===== config.mk =====
export PLATFORM = sky130hd
export DESIGN_NAME = size_class_block_pool_allocator_unit
export DESIGN_NICKNAME = d
export VERILOG_FILES = /design/src/sbpa_pkg.sv /design/src/size_class_block_pool_allocator_unit.sv /design/src/sbpa_ram.sv /design/src/sbpa_front.sv /design/src/sbpa_queue.sv /design/src/sbpa_back.sv
export SDC_FILE = /design/constraint.sdc
export NUM_CORES = 2
export LEC_CHECK = 0
export BUFFER_PORTS_ARGS = -buffer_cell sky130_fd_sc_hd__buf_2
export CAP_MARGIN = 20
export CELL_PAD_IN_SITES_DETAIL_PLACEMENT = 1
export CELL_PAD_IN_SITES_GLOBAL_PLACEMENT = 2
export CORE_AREA = 2 2 489 491
export CTS_BUF_LIST = sky130_fd_sc_hd__clkbuf_8
export DETAILED_ROUTE_END_ITERATION = 8
export DIE_AREA = 0 0 491 493
export PLACE_DENSITY_LB_ADDON = 0.1
export SLEW_MARGIN = 0
export SYNTH_ARGS = -nofsm -noshare
export SYNTH_HDL_FRONTEND = slang
export SYNTH_SLANG_ARGS = --single-unit

===== constraint.sdc =====
create_clock -name clk -period 6.7 [get_ports clk]
set_clock_uncertainty 0.05 [all_clocks]
set_input_delay 0.67 -clock clk [delete_from_list [all_inputs] [get_ports clk]]
set_output_delay 0.67 -clock clk [all_outputs]
set_load 0.03 [all_outputs]

===== src/sbpa_pkg.sv =====
// ----------------------------------------------------------------------------
// sbpa_pkg
// Shared types, codes and constants of the size class block pool allocator.
// ----------------------------------------------------------------------------
`default_nettype none

package sbpa_pkg;

  localparam int POOLS_DEF      = 4;
  localparam int MAX_BLOCKS_DEF = 64;

  localparam int CMD_W   = 2;
  localparam int BYTES_W = 16;
  localparam int POOL_W  = 2;
  localparam int BLK_W   = 6;
  localparam int CNT_W   = 7;
  localparam int STAT_W  = 2;

  localparam int CFG_IDX_W   = 4;
  localparam int CFG_DATA_W  = 16;
  localparam int CFG_POOLS   = 4;
  localparam int CFG_BYTES0  = 0;
  localparam int CFG_TOTAL0  = 4;
  localparam int CFG_REGS    = 8;
  localparam int RESET_BYTES = 32;
  localparam int RESET_TOTAL = 64;

  localparam logic [CMD_W-1:0] CMD_ALLOC = 2'd0;
  localparam logic [CMD_W-1:0] CMD_FREE  = 2'd1;
  localparam logic [CMD_W-1:0] CMD_QUERY = 2'd2;

  localparam logic [STAT_W-1:0] ST_OK     = 2'd0;
  localparam logic [STAT_W-1:0] ST_NOFIT  = 2'd1;
  localparam logic [STAT_W-1:0] ST_REJECT = 2'd2;

  typedef enum logic [2:0] {
    OP_ALLOC,
    OP_FREE,
    OP_QUERY,
    OP_DENY,
    OP_REJECT
  } op_t;

  typedef struct packed {
    op_t               op;
    logic [POOL_W-1:0] pool;
    logic [BLK_W-1:0]  block;
  } item_t;

  function automatic logic [BYTES_W-1:0] reset_bytes(input int p);
    logic [BYTES_W-1:0] v;
    v = '0;
    if (p < CFG_POOLS) begin
      v = BYTES_W'(RESET_BYTES << p);
    end
    return v;
  endfunction

endpackage

`default_nettype wire


===== src/size_class_block_pool_allocator_unit.sv =====
// ----------------------------------------------------------------------------
// size_class_block_pool_allocator_unit
// Segregated fixed-size block pool allocator with LIFO free stacks.
// ----------------------------------------------------------------------------
// Usage:
//   Commands enter on start while busy is low: allocate by size, free a
//   handle (pool, block) or query a pool's used and peak counters.
//   Every command gives one result, shown for one cycle with done high.
// Result path: an accepted command is written into the queue; the back end
//   then registers the result and the stack RAM read, and raises done.
// Throughput: one command per cycle; the back end updates a pool's fill,
//   used and peak counters and the stack RAM port in the same cycle, so
//   back-to-back commands on one pool see each other.
// Configuration: cfg_write with cfg_index and cfg_data writes one register
//   (block sizes at 0..3, block totals at 4..7) and restarts all pools in the
//   cycle after; write only while no command is outstanding.
// Reset: sizes 32/64/128/256, totals 64, all stacks full; the pools are
//   ready in the cycle after rst falls, no memory clearing pass is needed since
//   unwritten stack slots are tracked by a per-pool low-water mark.
// The receiver cannot stall: results are never held back.
// ----------------------------------------------------------------------------
`default_nettype none

module size_class_block_pool_allocator_unit #(
  parameter int POOLS      = sbpa_pkg::POOLS_DEF,
  parameter int MAX_BLOCKS = sbpa_pkg::MAX_BLOCKS_DEF
) (
  input  wire logic                            clk,
  input  wire logic                            rst,
  input  wire logic                            cfg_write,
  input  wire logic [sbpa_pkg::CFG_IDX_W-1:0]  cfg_index,
  input  wire logic [sbpa_pkg::CFG_DATA_W-1:0] cfg_data,
  input  wire logic                            start,
  output logic                                 busy,
  input  wire logic [sbpa_pkg::CMD_W-1:0]      cmd,
  input  wire logic [sbpa_pkg::BYTES_W-1:0]    request_bytes,
  input  wire logic [sbpa_pkg::POOL_W-1:0]     handle_pool,
  input  wire logic [sbpa_pkg::BLK_W-1:0]      handle_block,
  output logic                                 done,
  output logic      [sbpa_pkg::STAT_W-1:0]     status,
  output logic      [sbpa_pkg::POOL_W-1:0]     granted_pool,
  output logic      [sbpa_pkg::BLK_W-1:0]      granted_block,
  output logic      [sbpa_pkg::CNT_W-1:0]      used_blocks,
  output logic      [sbpa_pkg::CNT_W-1:0]      peak_used_blocks
);

  localparam int IW = $bits(sbpa_pkg::item_t);
  localparam int QW = IW + POOLS;

  logic                         accept;
  sbpa_pkg::item_t              item;
  logic [POOLS-1:0]             fit;
  logic [sbpa_pkg::CNT_W-1:0]   total [POOLS];
  logic                         restart;
  logic                         head_valid;
  logic [QW-1:0]                head_data;
  sbpa_pkg::item_t              head_item;
  logic [POOLS-1:0]             head_fit;

  assign accept = start && !busy;

  sbpa_front #(
    .POOLS      (POOLS),
    .MAX_BLOCKS (MAX_BLOCKS)
  ) u_front (
    .clk           (clk),
    .rst           (rst),
    .cfg_write     (cfg_write),
    .cfg_index     (cfg_index),
    .cfg_data      (cfg_data),
    .accept        (accept),
    .cmd           (cmd),
    .request_bytes (request_bytes),
    .handle_pool   (handle_pool),
    .handle_block  (handle_block),
    .item          (item),
    .fit           (fit),
    .total         (total),
    .restart       (restart)
  );

  sbpa_queue #(
    .WIDTH (QW)
  ) u_queue (
    .clk        (clk),
    .rst        (rst),
    .push       (accept),
    .push_data  ({item, fit}),
    .pop        (head_valid),
    .head_valid (head_valid),
    .head_data  (head_data),
    .full       (busy)
  );

  assign head_item = sbpa_pkg::item_t'(head_data[QW-1:POOLS]);
  assign head_fit  = head_data[POOLS-1:0];

  sbpa_back #(
    .POOLS      (POOLS),
    .MAX_BLOCKS (MAX_BLOCKS)
  ) u_back (
    .clk              (clk),
    .rst              (rst),
    .restart          (restart),
    .total            (total),
    .head_valid       (head_valid),
    .head_item        (head_item),
    .head_fit         (head_fit),
    .done             (done),
    .status           (status),
    .granted_pool     (granted_pool),
    .granted_block    (granted_block),
    .used_blocks      (used_blocks),
    .peak_used_blocks (peak_used_blocks)
  );

`ifndef ASSERT_OFF
  a_latency: assert property (@(posedge clk) disable iff (rst)
    accept |-> ##2 done)
    else $error("result missing two cycles after accept");

  a_head_done: assert property (@(posedge clk) disable iff (rst)
    head_valid |=> done)
    else $error("queued item gave no result");

  a_peak: assert property (@(posedge clk) disable iff (rst)
    (done && (status == sbpa_pkg::ST_OK)) |-> (used_blocks <= peak_used_blocks))
    else $error("used count above high-water mark");
`endif

endmodule

`default_nettype wire


===== src/sbpa_ram.sv =====
// ----------------------------------------------------------------------------
// sbpa_ram
// Generic single-port RAM with registered read data.
// ----------------------------------------------------------------------------
`default_nettype none

module sbpa_ram #(
  parameter int WIDTH = 6,
  parameter int DEPTH = 256
) (
  input  wire logic                     clk,
  input  wire logic                     we,
  input  wire logic [$clog2(DEPTH)-1:0] addr,
  input  wire logic [WIDTH-1:0]         wdata,
  output logic      [WIDTH-1:0]         rdata
);

  logic [WIDTH-1:0] mem [DEPTH];

  always_ff @(posedge clk) begin
    if (we) begin
      mem[addr] <= wdata;
    end
    rdata <= mem[addr];
  end

endmodule

`default_nettype wire


===== src/sbpa_front.sv =====
// ----------------------------------------------------------------------------
// sbpa_front
// Configuration registers, command intake and size class matching.
// ----------------------------------------------------------------------------
`default_nettype none

module sbpa_front #(
  parameter int POOLS      = sbpa_pkg::POOLS_DEF,
  parameter int MAX_BLOCKS = sbpa_pkg::MAX_BLOCKS_DEF
) (
  input  wire logic                                clk,
  input  wire logic                                rst,
  input  wire logic                                cfg_write,
  input  wire logic [sbpa_pkg::CFG_IDX_W-1:0]      cfg_index,
  input  wire logic [sbpa_pkg::CFG_DATA_W-1:0]     cfg_data,
  input  wire logic                                accept,
  input  wire logic [sbpa_pkg::CMD_W-1:0]          cmd,
  input  wire logic [sbpa_pkg::BYTES_W-1:0]        request_bytes,
  input  wire logic [sbpa_pkg::POOL_W-1:0]         handle_pool,
  input  wire logic [sbpa_pkg::BLK_W-1:0]          handle_block,
  output sbpa_pkg::item_t                          item,
  output logic      [POOLS-1:0]                    fit,
  output logic      [sbpa_pkg::CNT_W-1:0]          total [POOLS],
  output logic                                     restart
);

  localparam int CW = sbpa_pkg::CNT_W;
  localparam int IW = sbpa_pkg::CFG_IDX_W;

  logic [sbpa_pkg::BYTES_W-1:0] bytes [POOLS];

  function automatic logic [CW-1:0] clamp_total(input logic [CW-1:0] v);
    return (v > MAX_BLOCKS) ? CW'(MAX_BLOCKS) : v;
  endfunction

  always_ff @(posedge clk) begin
    if (rst) begin
      restart <= 1'b1;
      for (int p = 0; p < POOLS; p++) begin
        bytes[p] <= sbpa_pkg::reset_bytes(p);
        total[p] <= (p < sbpa_pkg::CFG_POOLS) ? clamp_total(CW'(sbpa_pkg::RESET_TOTAL))
                                              : '0;
      end
    end else begin
      restart <= cfg_write && (cfg_index < IW'(sbpa_pkg::CFG_REGS));
      if (cfg_write) begin
        for (int p = 0; p < POOLS; p++) begin
          if ((p < sbpa_pkg::CFG_POOLS) && (cfg_index == IW'(sbpa_pkg::CFG_BYTES0 + p))) begin
            bytes[p] <= cfg_data;
          end
          if ((p < sbpa_pkg::CFG_POOLS) && (cfg_index == IW'(sbpa_pkg::CFG_TOTAL0 + p))) begin
            total[p] <= clamp_total(cfg_data[CW-1:0]);
          end
        end
      end
    end
  end

  // size class match per pool
  always_comb begin
    for (int p = 0; p < POOLS; p++) begin
      fit[p] = accept && (bytes[p] >= request_bytes);
    end
  end

  always_comb begin
    item.pool  = handle_pool;
    item.block = handle_block;
    case (cmd)
      sbpa_pkg::CMD_ALLOC: begin
        item.op = sbpa_pkg::OP_ALLOC;
      end
      sbpa_pkg::CMD_FREE: begin
        item.op = (handle_pool < POOLS) ? sbpa_pkg::OP_FREE : sbpa_pkg::OP_REJECT;
      end
      sbpa_pkg::CMD_QUERY: begin
        item.op = (handle_pool < POOLS) ? sbpa_pkg::OP_QUERY : sbpa_pkg::OP_DENY;
      end
      default: begin
        item.op   = sbpa_pkg::OP_DENY;
        item.pool = '0;
      end
    endcase
  end

endmodule

`default_nettype wire


===== src/sbpa_queue.sv =====
// ----------------------------------------------------------------------------
// sbpa_queue
// Two-entry queue between the command front and the pool back end.
// ----------------------------------------------------------------------------
`default_nettype none

module sbpa_queue #(
  parameter int WIDTH = 8
) (
  input  wire logic             clk,
  input  wire logic             rst,
  input  wire logic             push,
  input  wire logic [WIDTH-1:0] push_data,
  input  wire logic             pop,
  output logic                  head_valid,
  output logic      [WIDTH-1:0] head_data,
  output logic                  full
);

  logic [WIDTH-1:0] entries [2];
  logic             wr_ptr;
  logic             rd_ptr;
  logic [1:0]       count;
  logic             do_push;
  logic             do_pop;

  assign head_valid = (count != 2'd0);
  assign full       = (count == 2'd2);
  assign head_data  = entries[rd_ptr];
  assign do_push    = push && !full;
  assign do_pop     = pop && head_valid;

  always_ff @(posedge clk) begin
    if (do_push) begin
      entries[wr_ptr] <= push_data;
    end
  end

  always_ff @(posedge clk) begin
    if (rst) begin
      wr_ptr <= 1'b0;
      rd_ptr <= 1'b0;
      count  <= 2'd0;
    end else begin
      if (do_push) begin
        wr_ptr <= !wr_ptr;
      end
      if (do_pop) begin
        rd_ptr <= !rd_ptr;
      end
      if (do_push && !do_pop) begin
        count <= count + 2'd1;
      end else if (do_pop && !do_push) begin
        count <= count - 2'd1;
      end
    end
  end

endmodule

`default_nettype wire


===== src/sbpa_back.sv =====
// ----------------------------------------------------------------------------
// sbpa_back
// Pool back end: free stacks, fill, used and peak counters, result register.
// ----------------------------------------------------------------------------
`default_nettype none

module sbpa_back #(
  parameter int POOLS      = sbpa_pkg::POOLS_DEF,
  parameter int MAX_BLOCKS = sbpa_pkg::MAX_BLOCKS_DEF
) (
  input  wire logic                           clk,
  input  wire logic                           rst,
  input  wire logic                           restart,
  input  wire logic [sbpa_pkg::CNT_W-1:0]     total [POOLS],
  input  wire logic                           head_valid,
  input  wire sbpa_pkg::item_t                head_item,
  input  wire logic [POOLS-1:0]               head_fit,
  output logic                                done,
  output logic      [sbpa_pkg::STAT_W-1:0]    status,
  output logic      [sbpa_pkg::POOL_W-1:0]    granted_pool,
  output logic      [sbpa_pkg::BLK_W-1:0]     granted_block,
  output logic      [sbpa_pkg::CNT_W-1:0]     used_blocks,
  output logic      [sbpa_pkg::CNT_W-1:0]     peak_used_blocks
);

  localparam int CW    = sbpa_pkg::CNT_W;
  localparam int BW    = sbpa_pkg::BLK_W;
  localparam int OPW   = sbpa_pkg::POOL_W;
  localparam int PW    = (POOLS > 1) ? $clog2(POOLS) : 1;
  localparam int AW    = $clog2(MAX_BLOCKS);
  localparam int DEPTH = (1 << PW) * (1 << AW);

  logic [CW-1:0] fill [POOLS];
  logic [CW-1:0] used [POOLS];
  logic [CW-1:0] peak [POOLS];
  logic [CW-1:0] low  [POOLS];

  logic              found;
  logic [PW-1:0]     psel;
  logic [PW-1:0]     pi;
  logic [CW-1:0]     cur_fill;
  logic [CW-1:0]     cur_used;
  logic [CW-1:0]     cur_peak;
  logic [CW-1:0]     cur_low;
  logic [CW-1:0]     cur_total;
  logic [CW-1:0]     pos;
  logic              upd;
  logic [CW-1:0]     fill_next;
  logic [CW-1:0]     used_next;
  logic [CW-1:0]     peak_next;
  logic [CW-1:0]     low_next;
  logic              ram_we;
  logic [PW+AW-1:0]  ram_addr;
  logic [BW-1:0]     ram_rdata;
  logic [sbpa_pkg::STAT_W-1:0] st_next;
  logic [OPW-1:0]    pool_next;
  logic [BW-1:0]     blk_next;
  logic              from_ram_next;

  logic [sbpa_pkg::STAT_W-1:0] st;
  logic [OPW-1:0]    pool;
  logic [BW-1:0]     blk;
  logic              from_ram;
  logic [CW-1:0]     used_out;
  logic [CW-1:0]     peak_out;

  // first pool in order that fits and has a free block
  always_comb begin
    found = 1'b0;
    psel  = '0;
    for (int p = POOLS - 1; p >= 0; p--) begin
      if (head_fit[p] && (fill[p] != '0)) begin
        found = 1'b1;
        psel  = PW'(p);
      end
    end
  end

  assign pi        = (head_item.op == sbpa_pkg::OP_ALLOC) ? psel : PW'(head_item.pool);
  assign cur_fill  = fill[pi];
  assign cur_used  = used[pi];
  assign cur_peak  = peak[pi];
  assign cur_low   = low[pi];
  assign cur_total = total[pi];
  assign pos       = cur_fill - CW'(1);

  always_comb begin
    upd           = 1'b0;
    fill_next     = cur_fill;
    used_next     = cur_used;
    peak_next     = cur_peak;
    low_next      = cur_low;
    ram_we        = 1'b0;
    ram_addr      = {pi, AW'(cur_fill)};
    st_next       = sbpa_pkg::ST_OK;
    pool_next     = OPW'(pi);
    blk_next      = '0;
    from_ram_next = 1'b0;
    case (head_item.op)
      sbpa_pkg::OP_ALLOC: begin
        if (found) begin
          upd           = 1'b1;
          fill_next     = pos;
          low_next      = (pos < cur_low) ? pos : cur_low;
          used_next     = (cur_used != '1) ? cur_used + CW'(1) : cur_used;
          peak_next     = (used_next > cur_peak) ? used_next : cur_peak;
          ram_addr      = {pi, AW'(pos)};
          // a slot never pushed since restart yields its own index as the block
          from_ram_next = (cur_low <= pos);
          blk_next      = BW'(pos);
        end else begin
          st_next   = sbpa_pkg::ST_NOFIT;
          pool_next = '0;
          used_next = '0;
          peak_next = '0;
        end
      end
      sbpa_pkg::OP_FREE: begin
        blk_next = head_item.block;
        if (cur_fill >= cur_total) begin
          st_next = sbpa_pkg::ST_REJECT;
        end else begin
          upd       = 1'b1;
          ram_we    = head_valid;
          fill_next = cur_fill + CW'(1);
          used_next = (cur_used != '0) ? cur_used - CW'(1) : cur_used;
        end
      end
      sbpa_pkg::OP_QUERY: begin
        st_next = sbpa_pkg::ST_OK;
      end
      sbpa_pkg::OP_REJECT: begin
        st_next   = sbpa_pkg::ST_REJECT;
        pool_next = head_item.pool;
        used_next = '0;
        peak_next = '0;
      end
      default: begin
        st_next   = sbpa_pkg::ST_NOFIT;
        pool_next = head_item.pool;
        used_next = '0;
        peak_next = '0;
      end
    endcase
  end

  sbpa_ram #(
    .WIDTH (BW),
    .DEPTH (DEPTH)
  ) u_stack (
    .clk   (clk),
    .we    (ram_we),
    .addr  (ram_addr),
    .wdata (head_item.block),
    .rdata (ram_rdata)
  );

  always_ff @(posedge clk) begin
    if (rst) begin
      for (int p = 0; p < POOLS; p++) begin
        fill[p] <= '0;
        used[p] <= '0;
        peak[p] <= '0;
        low[p]  <= '0;
      end
    end else if (restart) begin
      for (int p = 0; p < POOLS; p++) begin
        fill[p] <= total[p];
        used[p] <= '0;
        peak[p] <= '0;
        low[p]  <= total[p];
      end
    end else if (head_valid && upd) begin
      fill[pi] <= fill_next;
      used[pi] <= used_next;
      peak[pi] <= peak_next;
      low[pi]  <= low_next;
    end
  end

  always_ff @(posedge clk) begin
    if (rst) begin
      done <= 1'b0;
    end else begin
      done <= head_valid;
    end
  end

  always_ff @(posedge clk) begin
    if (head_valid) begin
      st       <= st_next;
      pool     <= pool_next;
      blk      <= blk_next;
      from_ram <= from_ram_next;
      used_out <= used_next;
      peak_out <= peak_next;
    end
  end

  assign status           = st;
  assign granted_pool     = pool;
  assign granted_block    = from_ram ? ram_rdata : blk;
  assign used_blocks      = used_out;
  assign peak_used_blocks = peak_out;

endmodule

`default_nettype wire

==> flow_summary.toml <==
[outcome]
status = "completed"

[yosys]
synth_common_cells = "1765 x edfxtp_1, 702 x nand2_1, 238 x nor2_1"
synth_edf_count = 1765
synth_top_area_frac = 0.703
synth_seq_area_share = 0.714
synth_area_mm2 = 0.0754
yosysMostFrequentCell = "edfxtp_1"
ys_ff_latch = 1806
synth_nets = 5069
yosys_warnings = 0
async_flop_share = 0
syn_inst = 4928
synth_ff_type = "edfxtp_1"
synth_cell_types = 81
syn_avg_cell_area_um2 = 15.3
yosysTopAreaCell = "edfxtp_1"
yosys-top-cells-area = "edfxtp_1 70%, mux4_2 6.3%, nand2_1 3.5%"

[route]
vias = 46075
wirelength_um = 244000
viasPerCell = 5.13
drc = 0
drtIter0Drc = 3037
dr.pass1.iters = 5
wire_per_inst_um = 27.1
drtAntennaViolNets = 0

[sta]
worst_slack_ns = 0.264
max_slew_margin = 0.0480
clock.fmax_mhz = 155
drv_slew = 0
period_share = 0.961
min_period_ns = 6.44
tightest_slew_ns = 1.43
holdWs_ns = 0.191
tns_ns = 0
final_hold_viol_count = 0
setup_viol = 0

[final_layout]
multiInputGateArea_mm2 = 0.0204
drive_above_1_share = 0.222
finalInstanceArea_mm2 = 0.0893
fill_cells = 24278
finalNetCount = 5702
area.growth.synth_to_final_pct = 18.5
ff_latch_area_mm2 = 0.0538
fin_cells = 8977

[critical_path]
criticalPathCategory = "flop to flop"
crit_arrival_ns = 7.30
endpoint_kind = "flop"
required_ns = 7.57
start_kind = "flop"
critPathMaxFanout = 22

[global_routing]
grt_max_degree = 202
grt_pass1_wl_um = 355000
grt_pass1_vias = 49020
antenna_found_initial = 7
track_usage = 0.200
grt_overflow = 0

[placement]
dpl.hpwl_um = 154000
place_congestion = 0.836
dpl_worst_slack_ns = -0.320
port-buffer-count = 75
placed_cell_area_mm2 = 0.0830
dp_cells = 8350

[clock_tree]
cts_tree = "done"
cts_inserted_buffers = 341
clock_tree.root_cell = "clkbuf_8"
clockBufferDepth = 4
clk_pin_slew_worst_paths_ns = 0.06
clock_sinks = 1806
clock_latency_ns = 1.05
htree_levels = 5

[power_and_ir_drop]
powerDensity_mw_per_mm2 = 480
peakVddDrop_v = 0.000400
power.leakage_nw = 31.1

[floorplanning]
io_pins = 76
core-area_mm2 = 0.237
die_x_um = 491
die_area_mm2 = 0.242
start_util = 0.318
row_count = 179
dieHeight_um = 493

[run]
drv_cap = 0

[min_path]
min_path_type = "primary input to flop"
layout by cell type, fill, tap and decap left out, types with 106 or more instances in the layout:
cell	n
a21oi_1	106
nor4_1	154
nor2_1	232
buf_4	464
inv_1	171
mux4_2	210
nand3_1	184
nand2_1	697
mux2i_1	185
edfxtp_1	1765
nor3_1	139
clkbuf_8	351
metal layers:
layer	wire length, um	vias to the layer above	GRT usage
met3	9840	327	0.0314
met2	116000	906	0.326
met5	0	-	0
li1	-	20572	-
met1	113000	24270	0.279
met4	4690	0	0.0477
area by class of cell:
| type | instances | area share |
|---|---|---|
| Inverter | 54 | 0.00227 |
| Tap cell | 3167 | 0.0444 |
| Clock buffer | 350 | 0.0539 |
| Sequential cell | 1806 | 0.603 |
| Clock inverter | 238 | 0.0118 |
| Timing Repair Buffer | 613 | 0.0563 |
| Antenna cell | 4 | 0.000112 |
| Multi-Input combinational cell | 2745 | 0.228 |
stage by stage:
step / utilization / total power, mW
floorplan: - / 24.9
global placement: 0.350 / 33.7
detailed placement: 0.350 / 33.8
CTS: 0.376 / 43.6
global route: 0.377 / 45.2
finish: 0.377 / 42.9
where the power goes:
group	total, mW	internal (mW)	switching [mW]	leakage [nW]
combinational	19.6	6.32	13.3	11.1
sequential	13.7	13.5	0.134	16.5
clock	9.60	4.93	4.67	3.44
total	42.9	24.8	18.1	31.1
sequential cells by signal, indices dropped and copies added (netlist names), named ones only:
register / count
u_back.used_blocks: 7
u_back.blk: 6
u_back.granted_pool: 2
u_front.total: 28
u_front.bytes: 64
u_back.fill: 28
u_back.from_ram: 1
u_back.u_stack.rdata: 6
u_back.status: 2
u_queue.entries: 28
u_queue.rd_ptr: 1
u_back.low: 28
u_front.restart: 1
u_back.used: 28
u_queue.count: 2
u_back.u_stack.mem: 1536
u_back.done: 1
u_back.peak_used_blocks: 7
u_queue.wr_ptr: 1
u_back.peak: 28
final timing paths:
kind	from	endpoint	slack, ns	cells past startpoint
max	flop	u_back.u_stack.rdata[3]	0.26	19
max reg2reg	flop	u_back.u_stack.rdata[3]	0.26	19
min reg2reg	u_queue.rd_ptr	u_queue.rd_ptr	0.47	2
min	rst	u_front.total[2]	0.19	2
logic make-up (layout without fill, tap and decap cells):
family	after synthesis	after routing	share of synthesized area
other	0	4	0
AND/OR/NAND/NOR	1637	1637	0.100
adder cells (fa/ha/maj)	92	92	0.0152
AO/OA/AOI/OAI	562	562	0.0540
multiplexers	424	424	0.0916
XOR/XNOR	30	30	0.00369
flip-flops	1806	1806	0.714
buffers and inverters	377	1255	0.0213
critical path, stage by stage, from the launching register on:
cell       delay (ns)
dfxtp_1          0.39
mux2i_1          0.36
ha_2             0.35
nor4b_2          0.33
a22oi_2          0.21
nor4_1           0.41
a221o_1          0.43
a211oi_4         0.11
ha_1             0.33
nand2_1          0.13
o31ai_4          0.20
buf_12           0.31
buf_4            0.35
mux4_2           0.59
nand2_1          0.12
a211o_1          0.15
o21ai_0          0.31
a2111oi_1        0.82
buf_4            0.23
nand4_1          0.09
timing repair:
| action | 4_1_cts | 5_1_grt |
|---|---|---|
| resized for setup | 7 | 13 |
| setup endpoints to repair | 4 | 403 |
| gates cloned | 0 | 0 |
| hold endpoints to repair | 86 | 0 |
| buffers inserted | 0 | 5 |
| pin swaps | 0 | 2 |
| hold buffers | 29 | 0 |
Note: power is estimated with default switching activity, not from simulation.
